File: src/hdl/pauli_frame_tracker_defines.svh
// ----------------------------------------------------------------------------
// pauli_frame_tracker_defines
// assertion macros shared by the frame tracker rtl
// ----------------------------------------------------------------------------
`ifndef PAULI_FRAME_TRACKER_DEFINES_SVH
`define PAULI_FRAME_TRACKER_DEFINES_SVH

// same-cycle implication, clocked on clk, off during reset
`define PFT_ASSERT_IMPLIES(label, ante, cons, msg) \
    label: assert property (@(posedge clk) disable iff (!rst_n) (ante) |-> (cons)) \
        else $error(msg);

// next-cycle implication, clocked on clk, off during reset
`define PFT_ASSERT_NEXT(label, ante, cons, msg) \
    label: assert property (@(posedge clk) disable iff (!rst_n) (ante) |=> (cons)) \
        else $error(msg);

`endif

File: src/hdl/pft_pkg.sv
// ----------------------------------------------------------------------------
// pft_pkg
// shared widths, codes, defaults and helpers for the pauli frame tracker
// ----------------------------------------------------------------------------
`timescale 1ns / 1ps

package pft_pkg;

    // field widths
    localparam int MODE_W    = 4;
    localparam int QIDX_W    = 6;
    localparam int RAND_W    = 16;
    localparam int COND_W    = 2;
    localparam int CEIL_W    = 17;
    localparam int CFG_IDX_W = 2;
    localparam int TAG_W     = 2;

    // parameter defaults
    localparam int DEF_NUM_QUBITS = 64;
    localparam int DEF_RAND_BITS  = 16;

    // one as a fraction of 2^16
    localparam logic [CEIL_W-1:0] FRAC_ONE = 17'h10000;

    // operation codes
    localparam logic [MODE_W-1:0] MODE_FREE    = 4'd0;
    localparam logic [MODE_W-1:0] MODE_EMIT    = 4'd1;
    localparam logic [MODE_W-1:0] MODE_X       = 4'd2;
    localparam logic [MODE_W-1:0] MODE_Z       = 4'd3;
    localparam logic [MODE_W-1:0] MODE_H       = 4'd4;
    localparam logic [MODE_W-1:0] MODE_CNOT    = 4'd5;
    localparam logic [MODE_W-1:0] MODE_MEAS_X  = 4'd6;
    localparam logic [MODE_W-1:0] MODE_MEAS_Y  = 4'd7;
    localparam logic [MODE_W-1:0] MODE_MEAS_Z  = 4'd8;
    localparam logic [MODE_W-1:0] MODE_MIXED   = 4'd9;
    localparam logic [MODE_W-1:0] MODE_EXCITED = 4'd10;
    localparam logic [MODE_W-1:0] MODE_RELAXED = 4'd11;

    // condition codes
    localparam logic [COND_W-1:0] COND_CLEAN   = 2'd0;
    localparam logic [COND_W-1:0] COND_MIXED   = 2'd1;
    localparam logic [COND_W-1:0] COND_EXCITED = 2'd2;
    localparam logic [COND_W-1:0] COND_RELAXED = 2'd3;

    // configuration register indexes
    localparam logic [CFG_IDX_W-1:0] CFG_NO_ERROR = 2'd0;
    localparam logic [CFG_IDX_W-1:0] CFG_X_ERROR  = 2'd1;
    localparam logic [CFG_IDX_W-1:0] CFG_Z_ERROR  = 2'd2;

    // per-entry condition source: forced clean, forced mixed, or from the ram
    localparam logic [TAG_W-1:0] TAG_CLEAN  = 2'd0;
    localparam logic [TAG_W-1:0] TAG_MIXED  = 2'd1;
    localparam logic [TAG_W-1:0] TAG_STORED = 2'd2;

    // error picked by the emission sampler
    typedef struct packed {
        logic set_x;
        logic set_z;
    } emit_band_t;

    // ceilings above one count as one
    function automatic logic [CEIL_W-1:0] sat_ceiling(input logic [CEIL_W-1:0] c);
        return (c > FRAC_ONE) ? FRAC_ONE : c;
    endfunction

endpackage

File: src/hdl/pft_ram.sv
// ----------------------------------------------------------------------------
// pft_ram
// generic single write port ram with one registered read port
// ----------------------------------------------------------------------------
`timescale 1ns / 1ps

module pft_ram #(
    parameter int WIDTH = 1,
    parameter int DEPTH = 64
) (
    input  logic                     clk,
    input  logic                     we,
    input  logic [$clog2(DEPTH)-1:0] waddr,
    input  logic [WIDTH-1:0]         wdata,
    input  logic [$clog2(DEPTH)-1:0] raddr,
    output logic [WIDTH-1:0]         rdata
);

    logic [WIDTH-1:0] mem_reg [DEPTH];
    logic [WIDTH-1:0] rdata_reg;

    // write port
    always_ff @(posedge clk)
    begin
        if (we)
        begin
            mem_reg[waddr] <= wdata;
        end
    end

    // registered read, returns the old contents on a same-cycle write
    always_ff @(posedge clk)
    begin
        rdata_reg <= mem_reg[raddr];
    end

    assign rdata = rdata_reg;

endmodule

File: src/hdl/pft_emit_sampler.sv
// ----------------------------------------------------------------------------
// pft_emit_sampler
// maps a random fraction onto the no-error, x, z and y bands
// ----------------------------------------------------------------------------
`timescale 1ns / 1ps

module pft_emit_sampler #(
    parameter int RAND_BITS = pft_pkg::DEF_RAND_BITS
) (
    input  logic [pft_pkg::RAND_W-1:0] random_value,
    input  logic [pft_pkg::CEIL_W-1:0] no_error_ceiling,
    input  logic [pft_pkg::CEIL_W-1:0] x_error_ceiling,
    input  logic [pft_pkg::CEIL_W-1:0] z_error_ceiling,
    output pft_pkg::emit_band_t        band
);

    import pft_pkg::*;

    // align the random value and the ceilings on a common scale
    localparam int SH_R  = (RAND_BITS < RAND_W) ? (RAND_W - RAND_BITS) : 0;
    localparam int SH_C  = (RAND_BITS > RAND_W) ? (RAND_BITS - RAND_W) : 0;
    localparam int R_W   = RAND_W + SH_R;
    localparam int C_W   = CEIL_W + SH_C;
    localparam int CMP_W = (R_W > C_W) ? R_W : C_W;
    localparam logic [RAND_W-1:0] RND_MASK = (RAND_BITS >= RAND_W) ? {RAND_W{1'b1}} :
        RAND_W'((64'd1 << RAND_BITS) - 64'd1);

    logic [RAND_W-1:0] rnd_m;
    logic [CMP_W-1:0]  r;
    logic [CMP_W-1:0]  ne;
    logic [CMP_W-1:0]  xe;
    logic [CMP_W-1:0]  ze;
    logic [CMP_W-1:0]  one;

    // scaled operands
    always_comb
    begin
        rnd_m = random_value & RND_MASK;
        r     = CMP_W'(rnd_m) << SH_R;
        ne    = CMP_W'(sat_ceiling(no_error_ceiling)) << SH_C;
        xe    = CMP_W'(sat_ceiling(x_error_ceiling)) << SH_C;
        ze    = CMP_W'(sat_ceiling(z_error_ceiling)) << SH_C;
        one   = CMP_W'(FRAC_ONE) << SH_C;
    end

    // band selection, first match wins
    always_comb
    begin
        band.set_x = 1'b0;
        band.set_z = 1'b0;
        priority if (r < ne)
        begin
            band.set_x = 1'b0;
        end
        else if (r < xe && ne != xe)
        begin
            band.set_x = 1'b1;
        end
        else if (r >= xe && r < ze && xe != ze)
        begin
            band.set_z = 1'b1;
        end
        else if (r >= ze && r < one && ze != one)
        begin
            band.set_x = 1'b1;
            band.set_z = 1'b1;
        end
        else
        begin
            band.set_x = 1'b0;
        end
    end

endmodule

File: src/hdl/pauli_frame_tracker.sv
// Path: a request passes the request register, then the result register.
// Throughput: one request per cycle unless out_stall holds a result, set by the
// single read-modify-write pass over the frame rams, bypassing the previous request's write.
// Reset: flag-clear bits and condition tags reset so every entry reads clean;
// ceilings reset to one; no clearing pass, requests are taken right away.
// ----------------------------------------------------------------------------
// pauli_frame_tracker
// table of qubit pauli error frames with emission sampling and gate updates
// ----------------------------------------------------------------------------
`timescale 1ns / 1ps
`include "pauli_frame_tracker_defines.svh"

module pauli_frame_tracker #(
    parameter int NUM_QUBITS = pft_pkg::DEF_NUM_QUBITS,
    parameter int RAND_BITS  = pft_pkg::DEF_RAND_BITS
) (
    input  logic                        clk,
    input  logic                        rst_n,
    // configuration
    input  logic                        cfg_we,
    input  logic [pft_pkg::CFG_IDX_W-1:0] cfg_index,
    input  logic [pft_pkg::CEIL_W-1:0]  cfg_data,
    // request channel
    input  logic                        in_valid,
    output logic                        in_stall,
    input  logic [pft_pkg::MODE_W-1:0]  mode,
    input  logic [pft_pkg::QIDX_W-1:0]  qubit_index,
    input  logic [pft_pkg::QIDX_W-1:0]  partner_index,
    input  logic                        partner_valid,
    input  logic [pft_pkg::RAND_W-1:0]  random_value,
    // result channel
    output logic                        out_valid,
    input  logic                        out_stall,
    output logic                        x_flag,
    output logic                        z_flag,
    output logic [pft_pkg::COND_W-1:0]  condition,
    output logic                        outcome_correct,
    output logic                        fault
);

    import pft_pkg::*;

    localparam int IDX_W = (NUM_QUBITS > 1) ? $clog2(NUM_QUBITS) : 1;

    // configuration registers
    logic [CEIL_W-1:0] no_error_ceiling_reg;
    logic [CEIL_W-1:0] x_error_ceiling_reg;
    logic [CEIL_W-1:0] z_error_ceiling_reg;

    // request register
    logic              s1_valid_reg;
    logic [MODE_W-1:0] mode_reg;
    logic [QIDX_W-1:0] q_reg;
    logic [QIDX_W-1:0] p_reg;
    logic              pv_reg;
    logic [RAND_W-1:0] rnd_reg;

    // result register
    logic              res_valid_reg;
    logic              res_x_reg;
    logic              res_z_reg;
    logic [COND_W-1:0] res_cond_reg;
    logic              res_ok_reg;
    logic              res_fault_reg;

    // per-entry override state
    logic [NUM_QUBITS-1:0] x_clr_reg;
    logic [NUM_QUBITS-1:0] x_clr_next;
    logic [NUM_QUBITS-1:0] z_clr_reg;
    logic [NUM_QUBITS-1:0] z_clr_next;
    logic [TAG_W-1:0]      tag_reg  [NUM_QUBITS];
    logic [TAG_W-1:0]      tag_next [NUM_QUBITS];

    // last write of each ram, for the bypass
    logic              x_wr_valid_reg;
    logic [IDX_W-1:0]  x_wr_addr_reg;
    logic              x_wr_data_reg;
    logic              z_wr_valid_reg;
    logic [IDX_W-1:0]  z_wr_addr_reg;
    logic              z_wr_data_reg;
    logic              c_wr_valid_reg;
    logic [IDX_W-1:0]  c_wr_addr_reg;
    logic [COND_W-1:0] c_wr_data_reg;

    // handshake
    logic in_accept;
    logic s1_adv;
    logic s1_fire;
    logic eff;

    // ram ports
    logic [IDX_W-1:0]  rq_addr;
    logic [IDX_W-1:0]  rp_addr;
    logic [0:0]        x_rdq;
    logic [0:0]        x_rdp;
    logic [0:0]        z_rdq;
    logic [0:0]        z_rdp;
    logic [COND_W-1:0] c_rdq;
    logic              x_we;
    logic              x_wdata;
    logic              z_we;
    logic [IDX_W-1:0]  z_waddr;
    logic              z_wdata;
    logic              c_we;
    logic [COND_W-1:0] c_wdata;

    // datapath
    logic [IDX_W-1:0]  q_idx;
    logic [IDX_W-1:0]  p_idx;
    logic              q_in;
    logic              p_in;
    logic              x_q_st;
    logic              x_p_st;
    logic              z_q_st;
    logic              z_p_st;
    logic [COND_W-1:0] c_q_st;
    logic              xq;
    logic              xp;
    logic              zq;
    logic              zp;
    logic [TAG_W-1:0]  tag_q;
    logic [COND_W-1:0] cq;
    logic              clr_q;
    logic              tag_q_we;
    logic [TAG_W-1:0]  tag_q_val;
    logic              mark_p;
    logic              post_x;
    logic              post_z;
    logic [COND_W-1:0] post_c;
    logic              ok;
    logic              flt;
    emit_band_t        band;

    // handshake control
    assign s1_adv    = !res_valid_reg || !out_stall;
    assign s1_fire   = s1_valid_reg && s1_adv;
    assign in_stall  = s1_valid_reg && !s1_adv;
    assign in_accept = in_valid && !in_stall;
    assign out_valid = res_valid_reg;

    assign q_idx = IDX_W'(q_reg);
    assign p_idx = IDX_W'(p_reg);
    assign q_in  = (32'(q_reg) < NUM_QUBITS);
    assign p_in  = (32'(p_reg) < NUM_QUBITS);
    assign eff   = s1_fire && q_in;

    // configuration writes
    always_ff @(posedge clk or negedge rst_n)
    begin
        if (!rst_n)
        begin
            no_error_ceiling_reg <= FRAC_ONE;
            x_error_ceiling_reg  <= FRAC_ONE;
            z_error_ceiling_reg  <= FRAC_ONE;
        end
        else if (cfg_we)
        begin
            unique case (cfg_index)
                CFG_NO_ERROR: no_error_ceiling_reg <= cfg_data;
                CFG_X_ERROR:  x_error_ceiling_reg  <= cfg_data;
                CFG_Z_ERROR:  z_error_ceiling_reg  <= cfg_data;
                default:      no_error_ceiling_reg <= no_error_ceiling_reg;
            endcase
        end
    end

    // request register
    always_ff @(posedge clk or negedge rst_n)
    begin
        if (!rst_n)
        begin
            s1_valid_reg <= 1'b0;
        end
        else if (in_accept)
        begin
            s1_valid_reg <= 1'b1;
        end
        else if (s1_fire)
        begin
            s1_valid_reg <= 1'b0;
        end
    end

    always_ff @(posedge clk)
    begin
        if (in_accept)
        begin
            mode_reg <= mode;
            q_reg    <= qubit_index;
            p_reg    <= partner_index;
            pv_reg   <= partner_valid;
            rnd_reg  <= random_value;
        end
    end

    // rams read at the incoming request, or re-read for a held one
    assign rq_addr = in_accept ? IDX_W'(qubit_index) : q_idx;
    assign rp_addr = in_accept ? IDX_W'(partner_index) : p_idx;

    pft_ram #(.WIDTH(1), .DEPTH(NUM_QUBITS)) u_x_ram_q (
        .clk   (clk),
        .we    (eff && x_we),
        .waddr (q_idx),
        .wdata (x_wdata),
        .raddr (rq_addr),
        .rdata (x_rdq)
    );

    pft_ram #(.WIDTH(1), .DEPTH(NUM_QUBITS)) u_x_ram_p (
        .clk   (clk),
        .we    (eff && x_we),
        .waddr (q_idx),
        .wdata (x_wdata),
        .raddr (rp_addr),
        .rdata (x_rdp)
    );

    pft_ram #(.WIDTH(1), .DEPTH(NUM_QUBITS)) u_z_ram_q (
        .clk   (clk),
        .we    (eff && z_we),
        .waddr (z_waddr),
        .wdata (z_wdata),
        .raddr (rq_addr),
        .rdata (z_rdq)
    );

    pft_ram #(.WIDTH(1), .DEPTH(NUM_QUBITS)) u_z_ram_p (
        .clk   (clk),
        .we    (eff && z_we),
        .waddr (z_waddr),
        .wdata (z_wdata),
        .raddr (rp_addr),
        .rdata (z_rdp)
    );

    pft_ram #(.WIDTH(COND_W), .DEPTH(NUM_QUBITS)) u_cond_ram (
        .clk   (clk),
        .we    (eff && c_we),
        .waddr (q_idx),
        .wdata (c_wdata),
        .raddr (rq_addr),
        .rdata (c_rdq)
    );

    // emission sampling
    pft_emit_sampler #(.RAND_BITS(RAND_BITS)) u_emit (
        .random_value     (rnd_reg),
        .no_error_ceiling (no_error_ceiling_reg),
        .x_error_ceiling  (x_error_ceiling_reg),
        .z_error_ceiling  (z_error_ceiling_reg),
        .band             (band)
    );

    // bypass of the most recent ram write
    always_comb
    begin
        x_q_st = (x_wr_valid_reg && x_wr_addr_reg == q_idx) ? x_wr_data_reg : x_rdq[0];
        x_p_st = (x_wr_valid_reg && x_wr_addr_reg == p_idx) ? x_wr_data_reg : x_rdp[0];
        z_q_st = (z_wr_valid_reg && z_wr_addr_reg == q_idx) ? z_wr_data_reg : z_rdq[0];
        z_p_st = (z_wr_valid_reg && z_wr_addr_reg == p_idx) ? z_wr_data_reg : z_rdp[0];
        c_q_st = (c_wr_valid_reg && c_wr_addr_reg == q_idx) ? c_wr_data_reg : c_rdq;
    end

    // current entry values after overrides
    always_comb
    begin
        xq    = q_in && !x_clr_reg[q_idx] && x_q_st;
        zq    = q_in && !z_clr_reg[q_idx] && z_q_st;
        xp    = p_in && !x_clr_reg[p_idx] && x_p_st;
        zp    = p_in && !z_clr_reg[p_idx] && z_p_st;
        tag_q = q_in ? tag_reg[q_idx] : TAG_CLEAN;
        unique case (tag_q)
            TAG_CLEAN:  cq = COND_CLEAN;
            TAG_MIXED:  cq = COND_MIXED;
            TAG_STORED: cq = c_q_st;
            default:    cq = COND_CLEAN;
        endcase
    end

    // operation decode
    always_comb
    begin
        x_we      = 1'b0;
        x_wdata   = 1'b0;
        z_we      = 1'b0;
        z_waddr   = q_idx;
        z_wdata   = 1'b0;
        c_we      = 1'b0;
        c_wdata   = COND_CLEAN;
        clr_q     = 1'b0;
        tag_q_we  = 1'b0;
        tag_q_val = TAG_CLEAN;
        mark_p    = 1'b0;
        post_x    = xq;
        post_z    = zq;
        post_c    = cq;
        ok        = 1'b0;
        flt       = 1'b0;
        unique case (mode_reg)
            MODE_FREE:
            begin
                clr_q     = 1'b1;
                tag_q_we  = 1'b1;
                tag_q_val = TAG_CLEAN;
                post_x    = 1'b0;
                post_z    = 1'b0;
                post_c    = COND_CLEAN;
            end
            MODE_EMIT:
            begin
                if (xq || zq)
                begin
                    flt = 1'b1;
                end
                else
                begin
                    x_we    = 1'b1;
                    x_wdata = band.set_x;
                    z_we    = 1'b1;
                    z_wdata = band.set_z;
                    post_x  = band.set_x;
                    post_z  = band.set_z;
                end
            end
            MODE_X:
            begin
                x_we    = 1'b1;
                x_wdata = !xq;
                post_x  = !xq;
            end
            MODE_Z:
            begin
                z_we    = 1'b1;
                z_wdata = !zq;
                post_z  = !zq;
            end
            MODE_H:
            begin
                x_we    = 1'b1;
                x_wdata = zq;
                z_we    = 1'b1;
                z_wdata = xq;
                post_x  = zq;
                post_z  = xq;
            end
            MODE_CNOT:
            begin
                if (p_reg == q_reg)
                begin
                    flt = 1'b1;
                end
                else if (p_in)
                begin
                    x_we    = 1'b1;
                    x_wdata = xq ^ xp;
                    z_we    = 1'b1;
                    z_waddr = p_idx;
                    z_wdata = zp ^ zq;
                    post_x  = xq ^ xp;
                end
            end
            MODE_MEAS_X: ok = !zq;
            MODE_MEAS_Y: ok = !(xq || zq);
            MODE_MEAS_Z: ok = !xq;
            MODE_MIXED:
            begin
                clr_q     = 1'b1;
                tag_q_we  = 1'b1;
                tag_q_val = TAG_MIXED;
                post_x    = 1'b0;
                post_z    = 1'b0;
                post_c    = COND_MIXED;
            end
            MODE_EXCITED, MODE_RELAXED:
            begin
                clr_q     = 1'b1;
                c_we      = 1'b1;
                c_wdata   = (mode_reg == MODE_EXCITED) ? COND_EXCITED : COND_RELAXED;
                tag_q_we  = 1'b1;
                tag_q_val = TAG_STORED;
                post_x    = 1'b0;
                post_z    = 1'b0;
                post_c    = c_wdata;
                // partner goes mixed, also when it is the entry itself
                if (pv_reg && p_in)
                begin
                    mark_p = 1'b1;
                    if (p_reg == q_reg)
                    begin
                        post_c = COND_MIXED;
                    end
                end
            end
            default:
            begin
                ok = 1'b0;
            end
        endcase
    end

    // override state next values, partner update last
    always_comb
    begin
        x_clr_next = x_clr_reg;
        z_clr_next = z_clr_reg;
        tag_next   = tag_reg;
        if (eff)
        begin
            if (x_we)
            begin
                x_clr_next[q_idx] = 1'b0;
            end
            if (z_we)
            begin
                z_clr_next[z_waddr] = 1'b0;
            end
            if (clr_q)
            begin
                x_clr_next[q_idx] = 1'b1;
                z_clr_next[q_idx] = 1'b1;
            end
            if (tag_q_we)
            begin
                tag_next[q_idx] = tag_q_val;
            end
            if (mark_p)
            begin
                x_clr_next[p_idx] = 1'b1;
                z_clr_next[p_idx] = 1'b1;
                tag_next[p_idx]   = TAG_MIXED;
            end
        end
    end

    always_ff @(posedge clk or negedge rst_n)
    begin
        if (!rst_n)
        begin
            x_clr_reg <= {NUM_QUBITS{1'b1}};
            z_clr_reg <= {NUM_QUBITS{1'b1}};
            for (int i = 0; i < NUM_QUBITS; i++)
            begin
                tag_reg[i] <= TAG_CLEAN;
            end
        end
        else
        begin
            x_clr_reg <= x_clr_next;
            z_clr_reg <= z_clr_next;
            tag_reg   <= tag_next;
        end
    end

    // bypass records
    always_ff @(posedge clk or negedge rst_n)
    begin
        if (!rst_n)
        begin
            x_wr_valid_reg <= 1'b0;
            z_wr_valid_reg <= 1'b0;
            c_wr_valid_reg <= 1'b0;
        end
        else
        begin
            if (eff && x_we)
            begin
                x_wr_valid_reg <= 1'b1;
            end
            if (eff && z_we)
            begin
                z_wr_valid_reg <= 1'b1;
            end
            if (eff && c_we)
            begin
                c_wr_valid_reg <= 1'b1;
            end
        end
    end

    always_ff @(posedge clk)
    begin
        if (eff && x_we)
        begin
            x_wr_addr_reg <= q_idx;
            x_wr_data_reg <= x_wdata;
        end
        if (eff && z_we)
        begin
            z_wr_addr_reg <= z_waddr;
            z_wr_data_reg <= z_wdata;
        end
        if (eff && c_we)
        begin
            c_wr_addr_reg <= q_idx;
            c_wr_data_reg <= c_wdata;
        end
    end

    // result register
    always_ff @(posedge clk or negedge rst_n)
    begin
        if (!rst_n)
        begin
            res_valid_reg <= 1'b0;
        end
        else if (s1_fire)
        begin
            res_valid_reg <= 1'b1;
        end
        else if (!out_stall)
        begin
            res_valid_reg <= 1'b0;
        end
    end

    always_ff @(posedge clk)
    begin
        if (s1_fire)
        begin
            res_x_reg     <= q_in && post_x;
            res_z_reg     <= q_in && post_z;
            res_cond_reg  <= q_in ? post_c : COND_CLEAN;
            res_ok_reg    <= q_in && ok;
            res_fault_reg <= q_in && flt;
        end
    end

    assign x_flag          = res_x_reg;
    assign z_flag          = res_z_reg;
    assign condition       = res_cond_reg;
    assign outcome_correct = res_ok_reg;
    assign fault           = res_fault_reg;

    // checks
    `PFT_ASSERT_IMPLIES(a_stall_needs_item, in_stall, s1_valid_reg, "stall with empty request register")
    `PFT_ASSERT_IMPLIES(a_fault_no_write, s1_fire && flt, !x_we && !z_we && !c_we && !clr_q, "faulting request changes the table")
    `PFT_ASSERT_IMPLIES(a_fault_not_measure, out_valid && fault, !outcome_correct, "fault reported with a correct outcome")
    `PFT_ASSERT_NEXT(a_fire_gives_result, s1_fire, out_valid, "request left without a result")

endmodule
File: config.mk
export PLATFORM = sky130hd
export DESIGN_NAME = pauli_frame_tracker
export DESIGN_NICKNAME = d
export VERILOG_FILES = /design/src/hdl/pft_pkg.sv /design/src/hdl/pft_ram.sv /design/src/hdl/pft_emit_sampler.sv /design/src/hdl/pauli_frame_tracker.sv
export VERILOG_INCLUDE_DIRS = /design/src /design/src/hdl
export SDC_FILE = /design/constraint.sdc
export NUM_CORES = 1
export LEC_CHECK = 0
export BUFFER_PORTS_ARGS = -buffer_cell sky130_fd_sc_hd__buf_2
export CAP_MARGIN = 40
export CORE_MARGIN = 3
export CORE_UTILIZATION = 43
export DETAILED_ROUTE_END_ITERATION = 8
export MAX_ROUTING_LAYER = met4
export PLACE_DENSITY = 0.65
export SLEW_MARGIN = 5
export SYNTH_ARGS = -nofsm -noshare
export SYNTH_HDL_FRONTEND = slang
export SYNTH_SLANG_ARGS = --single-unit
export TNS_END_PERCENT = 20
File: constraint.sdc
create_clock -name clk -period 9.5 [get_ports clk]
set_input_delay 1.9 -clock clk [delete_from_list [all_inputs] [get_ports clk]]
set_output_delay 1.9 -clock clk [all_outputs]
set_load 0.1 [all_outputs]
After elaboration in Yosys (flattened, before gate mapping) --
Memory sizes are Yosys's and may differ from the RTL's. A register that Yosys moved wholly into a read port is not among the register bits. Cells that the tools add are included.
Word-level totals: bits in writable memories 384, input port bits 57, word-level logic and storage cells 296, flip-flop bits (word level) 373, memories 5, output and inout bits 8
Memories:
- u_cond_ram.mem_reg | words 64, bits a word 2, rd ports 1, clocked after memory_dff 1, write ports 1, line pft_ram.sv:19 | logic [WIDTH-1:0] mem_reg [DEPTH];
- u_x_ram_p.mem_reg | words 64, bits a word 1, rd ports 1, clocked after memory_dff 1, write ports 1, line pft_ram.sv:19
- u_x_ram_q.mem_reg | words 64, bits a word 1, rd ports 1, clocked after memory_dff 1, write ports 1, line pft_ram.sv:19
- u_z_ram_p.mem_reg | words 64, bits a word 1, rd ports 1, clocked after memory_dff 1, write ports 1, line pft_ram.sv:19
- u_z_ram_q.mem_reg | words 64, bits a word 1, rd ports 1, clocked after memory_dff 1, write ports 1, line pft_ram.sv:19
Operators by class: magnitude comparators 19, equal/unequal tests 25, multiplexer cells 94, reductions and logical operators 48, bitwise operators 15
Operator list (count):
- 64-bit two-way mux | 10
- 128-bit two-way mux | 3
- 64-bit OR | 5
- 64-bit AND | 3
- 64-bit inverter | 3
- 128-bit bitwise mux | 1
- 17-bit greater-than comparator (second input constant) | 3
- 16-bit by 17-bit less-than comparator with 1-bit output | 3
- 17-bit two-way mux | 3
- 1-bit two-way mux | 44
- 6-bit == test | 6
- 16-bit by 17-bit >= comparator with 1-bit output | 2
- 17-bit != test | 2
- 1-bit logical AND | 25
- 1-bit binary-select mux with 6-bit select | 4
- 2-bit demux with 6-bit select | 2
- 6-bit two-way mux | 4
- 6-bit by 7-bit less-than comparator with 1-bit output (second input constant) | 3
- 1-bit demux with 6-bit select | 3
- 6-bit by 1-bit >= comparator with 1-bit output (second input constant) | 3
- 16-bit by 17-bit less-than comparator with 1-bit output (second input constant) | 1
- 17-bit != test (second input constant) | 1
- 4-bit by 3-bit == test with 1-bit output (second input constant) | 4
- 4-bit == test (second input constant) | 4
- 25 further kinds | 59

Depth between registers and ports, before layout --
depth after elaboration 16, gate-level depth with buffers 15, mapped depth without buffers 13

Hierarchy --
A second synthesis with hierarchy kept.
Unflattened totals: cell total of the unflattened synthesis 3293, area total of the unflattened synthesis 38454.4 um^2
Modules (own cells, without submodules):
- pauli_frame_tracker | area each 19195.9 um^2, times used 1, cells each 1868, sequential area each 9683.0 um^2
- pft_ram (u_x_ram_p ...) | area each 2914.0 um^2, times used 4, cells each 204, sequential area each 1941.9 um^2
- pft_ram (u_cond_ram) | area each 5546.6 um^2, times used 1, cells each 332, sequential area each 3883.7 um^2
- pft_emit_sampler | area each 2055.7 um^2, times used 1, cells each 277, sequential area each 0.0 um^2

Worst setup path before layout --
Ideal clock, no wire load.
path type register to register, start register z_error_ceiling_reg[0], end memory u_x_ram_q.mem_reg[0] (data pin), clock period less this slack 5.003 ns, setup slack 4.497 ns, library setup time 0.523 ns, path buffers 1, arrival 4.480 ns, cell stages (with the launch flop) 12, cell sequence dfrtp_1 or4_4 o41ai_4 clkbuf_1 nand2_1 ha_1 nand4b_1 nor3_1 and3_1 nand2b_1 and3b_1 o21ai_1
On the way: word-level cells in the longest chain between the ends 11, elaborated cells between the ends (all ways) 16, those cells by class 3 x order compare; 2 x eq/ne; 7 x mux; 4 x reduce/logical
Ends and longest elaborated chain:
- start: declaration | line pauli_frame_tracker.sv:48 | logic [CEIL_W-1:0] z_error_ceiling_reg;
- start signal: assignment | line pauli_frame_tracker.sv:161 | CFG_Z_ERROR: z_error_ceiling_reg <= cfg_data;
- 17-bit greater-than comparator | line pft_pkg.sv:63 | return (c > FRAC_ONE) ? FRAC_ONE : c;
- 17-bit two-way mux (*) | line pft_pkg.sv:63
- 16-bit by 17-bit >= comparator with 1-bit output | line pft_emit_sampler.sv:63 | else if (r >= ze && r < one && ze != one)
- 1-bit logical AND (2 in series) | line pft_emit_sampler.sv:63
- 1-bit two-way mux | line pft_emit_sampler.sv:63
- 1-bit two-way mux (*) | line pft_emit_sampler.sv:59 | else if (r >= xe && r < ze && xe != ze)
- 1-bit two-way mux (*) | line pft_emit_sampler.sv:55 | else if (r < xe && ne != xe)
- 1-bit two-way mux (*) | line pft_emit_sampler.sv:51 | priority if (r < ne)
- 1-bit two-way mux (*) | line pauli_frame_tracker.sv:311 | if (xq || zq)
- 1-bit case mux with 4 select lines (*) | line pauli_frame_tracker.sv:299 | unique case (mode_reg)
- via u_x_ram_p.wdata | line pft_ram.sv:14 | input logic [WIDTH-1:0] wdata,
- end: declaration | line pft_ram.sv:19
The timed path passes the listed nets; every way through them passes the cells marked *.

Final worst setup path --
start input out_stall, end register u_cond_ram.rdata_reg[1] (netlist: u_cond_ram.rdata[1]) (read register of u_cond_ram.mem_reg)
On the way: word-level cells in the longest chain between the ends 7
Ends and longest elaborated chain:
- start: declaration | line pauli_frame_tracker.sv:33 | input logic out_stall,
- 1-bit zero test
- 1-bit logical OR | line pauli_frame_tracker.sv:135 | assign s1_adv = !res_valid_reg || !out_stall;
- 1-bit zero test | line pauli_frame_tracker.sv:137 | assign in_stall = s1_valid_reg && !s1_adv;
- 1-bit logical AND | line pauli_frame_tracker.sv:137
- 1-bit zero test | line pauli_frame_tracker.sv:138 | assign in_accept = in_valid && !in_stall;
- 1-bit logical AND | line pauli_frame_tracker.sv:138
- 6-bit two-way mux
- end: declaration | line pft_ram.sv:20 | logic [WIDTH-1:0] rdata_reg;
Every way passes these cells. A chain may end at the register's enable or synchronous reset.

==> results.toml <==
[logic_synthesis]
synth_mux_area_share_pct = 5.09
syn-num-nets = 3517
synthAdderAreaFrac_pct = 1.81
synthCells = 3411
ys.flop_type = "edfxtp_1"
synth-edff-count = 305
synthArstFlopShare_pct = 49.1
yosysUniqueCellTypes = 83
ys_top_cells_by_count = "nand2_1 (608), nor2_1 (316), edfxtp_1 (305), dfrtp_1 (181), clkbuf_1 (155)"
yosys_warnings = 0
synth-seq-area-share_pct = 51.8
yosys.area.top_type = "edfxtp_1"
synth_top_family_by_area = "simple AND/OR/NAND/NOR gates"
synth_compound_area_share_pct = 17.6
syn_avg_cell_area_um2 = 9.90
synthesis.area_um2 = 33800
synth-simple-area-share_pct = 18.1
yosys.cell_count.top_type = "nand2_1"
ys_ff_latch = 635
ys_top_cells_by_area = "edfxtp_1 (27%), dfrtp_1 (13%), dfstp_2 (10%), nand2_1 (6.8%), nor2_1 (3.5%)"
synth_top_cell_area_share_pct = 27.1
synth-xor-area-share_pct = 1.19

[power]
p_sw_mw = 2.77
ir_drop_mv = 0.138
comb_power_share_pct = 23.2
pwr-share-clk_pct = 34.1
intPower_mw = 5.61
p_per_area_nw_per_um2 = 220
seqPwrFrac_pct = 42.6
leakage_nw = 15.4
swShare_pct = 33.1

[setup_path]
start_kind = "input pin"
cp_slowest_cell = "buf_12"
crit_arrival_ps = 5920
cpPeakStageDelay_ps = 410
end_kind = "flip-flop"
crit_type = "input pin to flip-flop"
cp_common_cell = "buf_4"
worst_ep_required_time_ps = 10000
path_cells = "buf_2 > nand3_1 > nand2_1 > buf_4 > mux2i_4 > buf_12 > inv_4 > buf_4 > mux2i_1 > mux2_2 > o32ai_1 > a221oi_1 > o22ai_1 > a221o_1"
crit_fanout = 113

[floorplan]
die_area_um2 = 82000
row_count = 102
ioPinCount = 65
core_um2 = 77600
die_w_um = 286
die_y_um = 286
initial_core_util_pct = 43.5

[clock_network]
post_cts_resize_count = 0
clock-sinks = 635
insertion_delay_ps = 630
cts_buffer_depth = 3
cts_root_buf = "clkbuf_16"
cts_tree = "built"
post_cts_buffers = 0
htreeDepth = 3
postCtsHoldBufs = 0
cts_made_buffers = 71
cts.clk_slew.worst_paths_ps = 60

[final_layout]
area_growth_pct = 12.6
layout-drive-gt1-share_pct = 16.0
fillCellCount = 7233
final_nets = 3520
instances_no_fill = 4524

[routing]
drtIter0Drc = 4727
vias = 30087
drtAntennaViolNets = 0
routed_wl_um = 133000
wl_per_cell_um = 29.3
viasPerCell = 6.65
drc = 0
dr.pass1.iters = 8

[global_route]
grtUsageTotal_pct = 32.6
antenna_found_initial = 10
grt_max_degree = 145
overflow = 0
grt_pass1_wl_um = 193000
grt_pass1_vias = 28518

[timing]
layout_min_cycle_time_ps = 5420
rsz0062_at_grt = "no"
setup_viol = 0
fin_crit_sh_pct = 57.1
clock.fmax_ghz = 0.184
drv_slew = 0
worst_clock_skew_ps = 26.4
slew-limit-headroom_pct = 34.9
fin_ws_ps = 4080
setup_tns_ps = 0
timing.final.hold_violations = 0
worst_slew_pin_slew_ps = 973

[placed_design]
gp_congestion = 1.11
io_buffers = 64
dp_worst_setup_slack_ps = 3630
place_inst = 4376
hpwlAfterDp_um = 91200

[run_status]
status = "complete, no violations"

[hold_path]
hold_class = "flip-flop to flip-flop"

[job]
drv_cap = 0
-- power by group through the flow --
stage                     logic, mW  registers (mW)  clock network [mW]
final                          1.95            3.57                2.86
after global routing           2.06            3.58                2.99
after CTS                      1.87            3.55                2.88
after detailed placement       1.87            3.60                   0
after global placement         1.81            3.60                   0
after floorplan                1.20            3.46                   0
-- final cells by class --
class / instances / area [µm²] / share of cell area (%)
Inverter: 142 / 536 / 1.41
Clock inverter: 32 / 299 / 0.786
Sequential cell: 635 / 17500 / 46.0
Multi-Input combinational cell: 2398 / 15000 / 39.4
Antenna cell: 11 / 27.5 / 0.0724
Clock buffer: 100 / 2120 / 5.58
Timing Repair Buffer: 166 / 1270 / 3.34
Tap cell: 1040 / 1300 / 3.42
-- layer usage --
layer | GRT usage, % | routed length [µm] | up-vias
met5 | - | 0 | -
met4 | 18.2 | 8440 | 0
met3 | 10.6 | 17500 | 528
met2 | 46.2 | 56400 | 2226
met1 | 41.2 | 50300 | 14693
li1 | - | - | 12640
-- worst max-delay path: cells and delay by family --
| kind | cells | cell delay, ps |
|---|---|---|
| multiplexers | 3 | 940 |
| buffers and inverters | 5 | 1520 |
| AND/OR/NAND/NOR | 2 | 400 |
| AO/OA/AOI/OAI | 4 | 1050 |
-- stage by stage --
stage	util, %	area (µm²)	power [mW]	hold WS [ps]
2_1_floorplan	-	33800	4.66	424
3_3_place_gp	45.4	35200	5.41	455
3_5_place_dp	45.8	35500	5.46	460
4_1_cts	48.9	38000	8.30	480
5_1_grt	49.0	38000	8.63	502
6_report	49.0	38000	8.38	475
-- placed cells by master, fill, tap and decap left out, types with 28 or more instances in the layout --
cell type / instances
nand2_1: 606
nor2_1: 309
edfxtp_1: 305
dfrtp_1: 181
inv_1: 137
dfstp_2: 131
a31oi_1: 123
a22oi_1: 86
and3_1: 83
buf_4: 83
a21o_1: 81
mux2_2: 78
clkbuf_16: 78
o21ai_0: 75
nand3_1: 73
nand4_1: 71
buf_2: 65
nor3_1: 64
mux2i_1: 62
a21oi_1: 61
o32a_1: 56
ha_1: 49
o32ai_1: 41
a221oi_1: 40
a22o_1: 39
nand2b_1: 32
o22ai_1: 28
-- final timing paths --
| path | to | slack (ps) | cells past startpoint | from |
|---|---|---|---|---|
| max reg2reg | u_z_ram_p.mem_reg[16]$_DFFE_PP_ | 4160 | 12 | q_idx[2]$_DFF_P_ |
| min in group asynchronous | no_error_ceiling_reg[15]$_DFFE_PN0P_ | 1330 | 1 | rst_n |
| max | u_cond_ram.rdata[1]$_DFF_P_ | 4080 | 14 | out_stall |
| max in group asynchronous | tag_reg[127]$_DFFE_PN0P_ | 6680 | 2 | rst_n |
| min reg2reg | c_wr_valid_reg$_DFFE_PN0P_ | 470 | 1 | c_wr_valid_reg$_DFFE_PN0P_ |
| min | c_wr_valid_reg$_DFFE_PN0P_ | 470 | 1 | c_wr_valid_reg$_DFFE_PN0P_ |
-- kinds of logic (layout without fill, tap and decap cells) --
kind of cell | Yosys count | after routing
multiplexers | 152 | 152
XOR/XNOR | 46 | 46
buffers and inverters | 378 | 440
other | 0 | 11
flip-flops | 635 | 635
adder cells (fa/ha/maj) | 49 | 49
AO/OA/AOI/OAI | 797 | 797
AND/OR/NAND/NOR | 1354 | 1354
No activity file was read; power rests on OpenSTA's default activity.
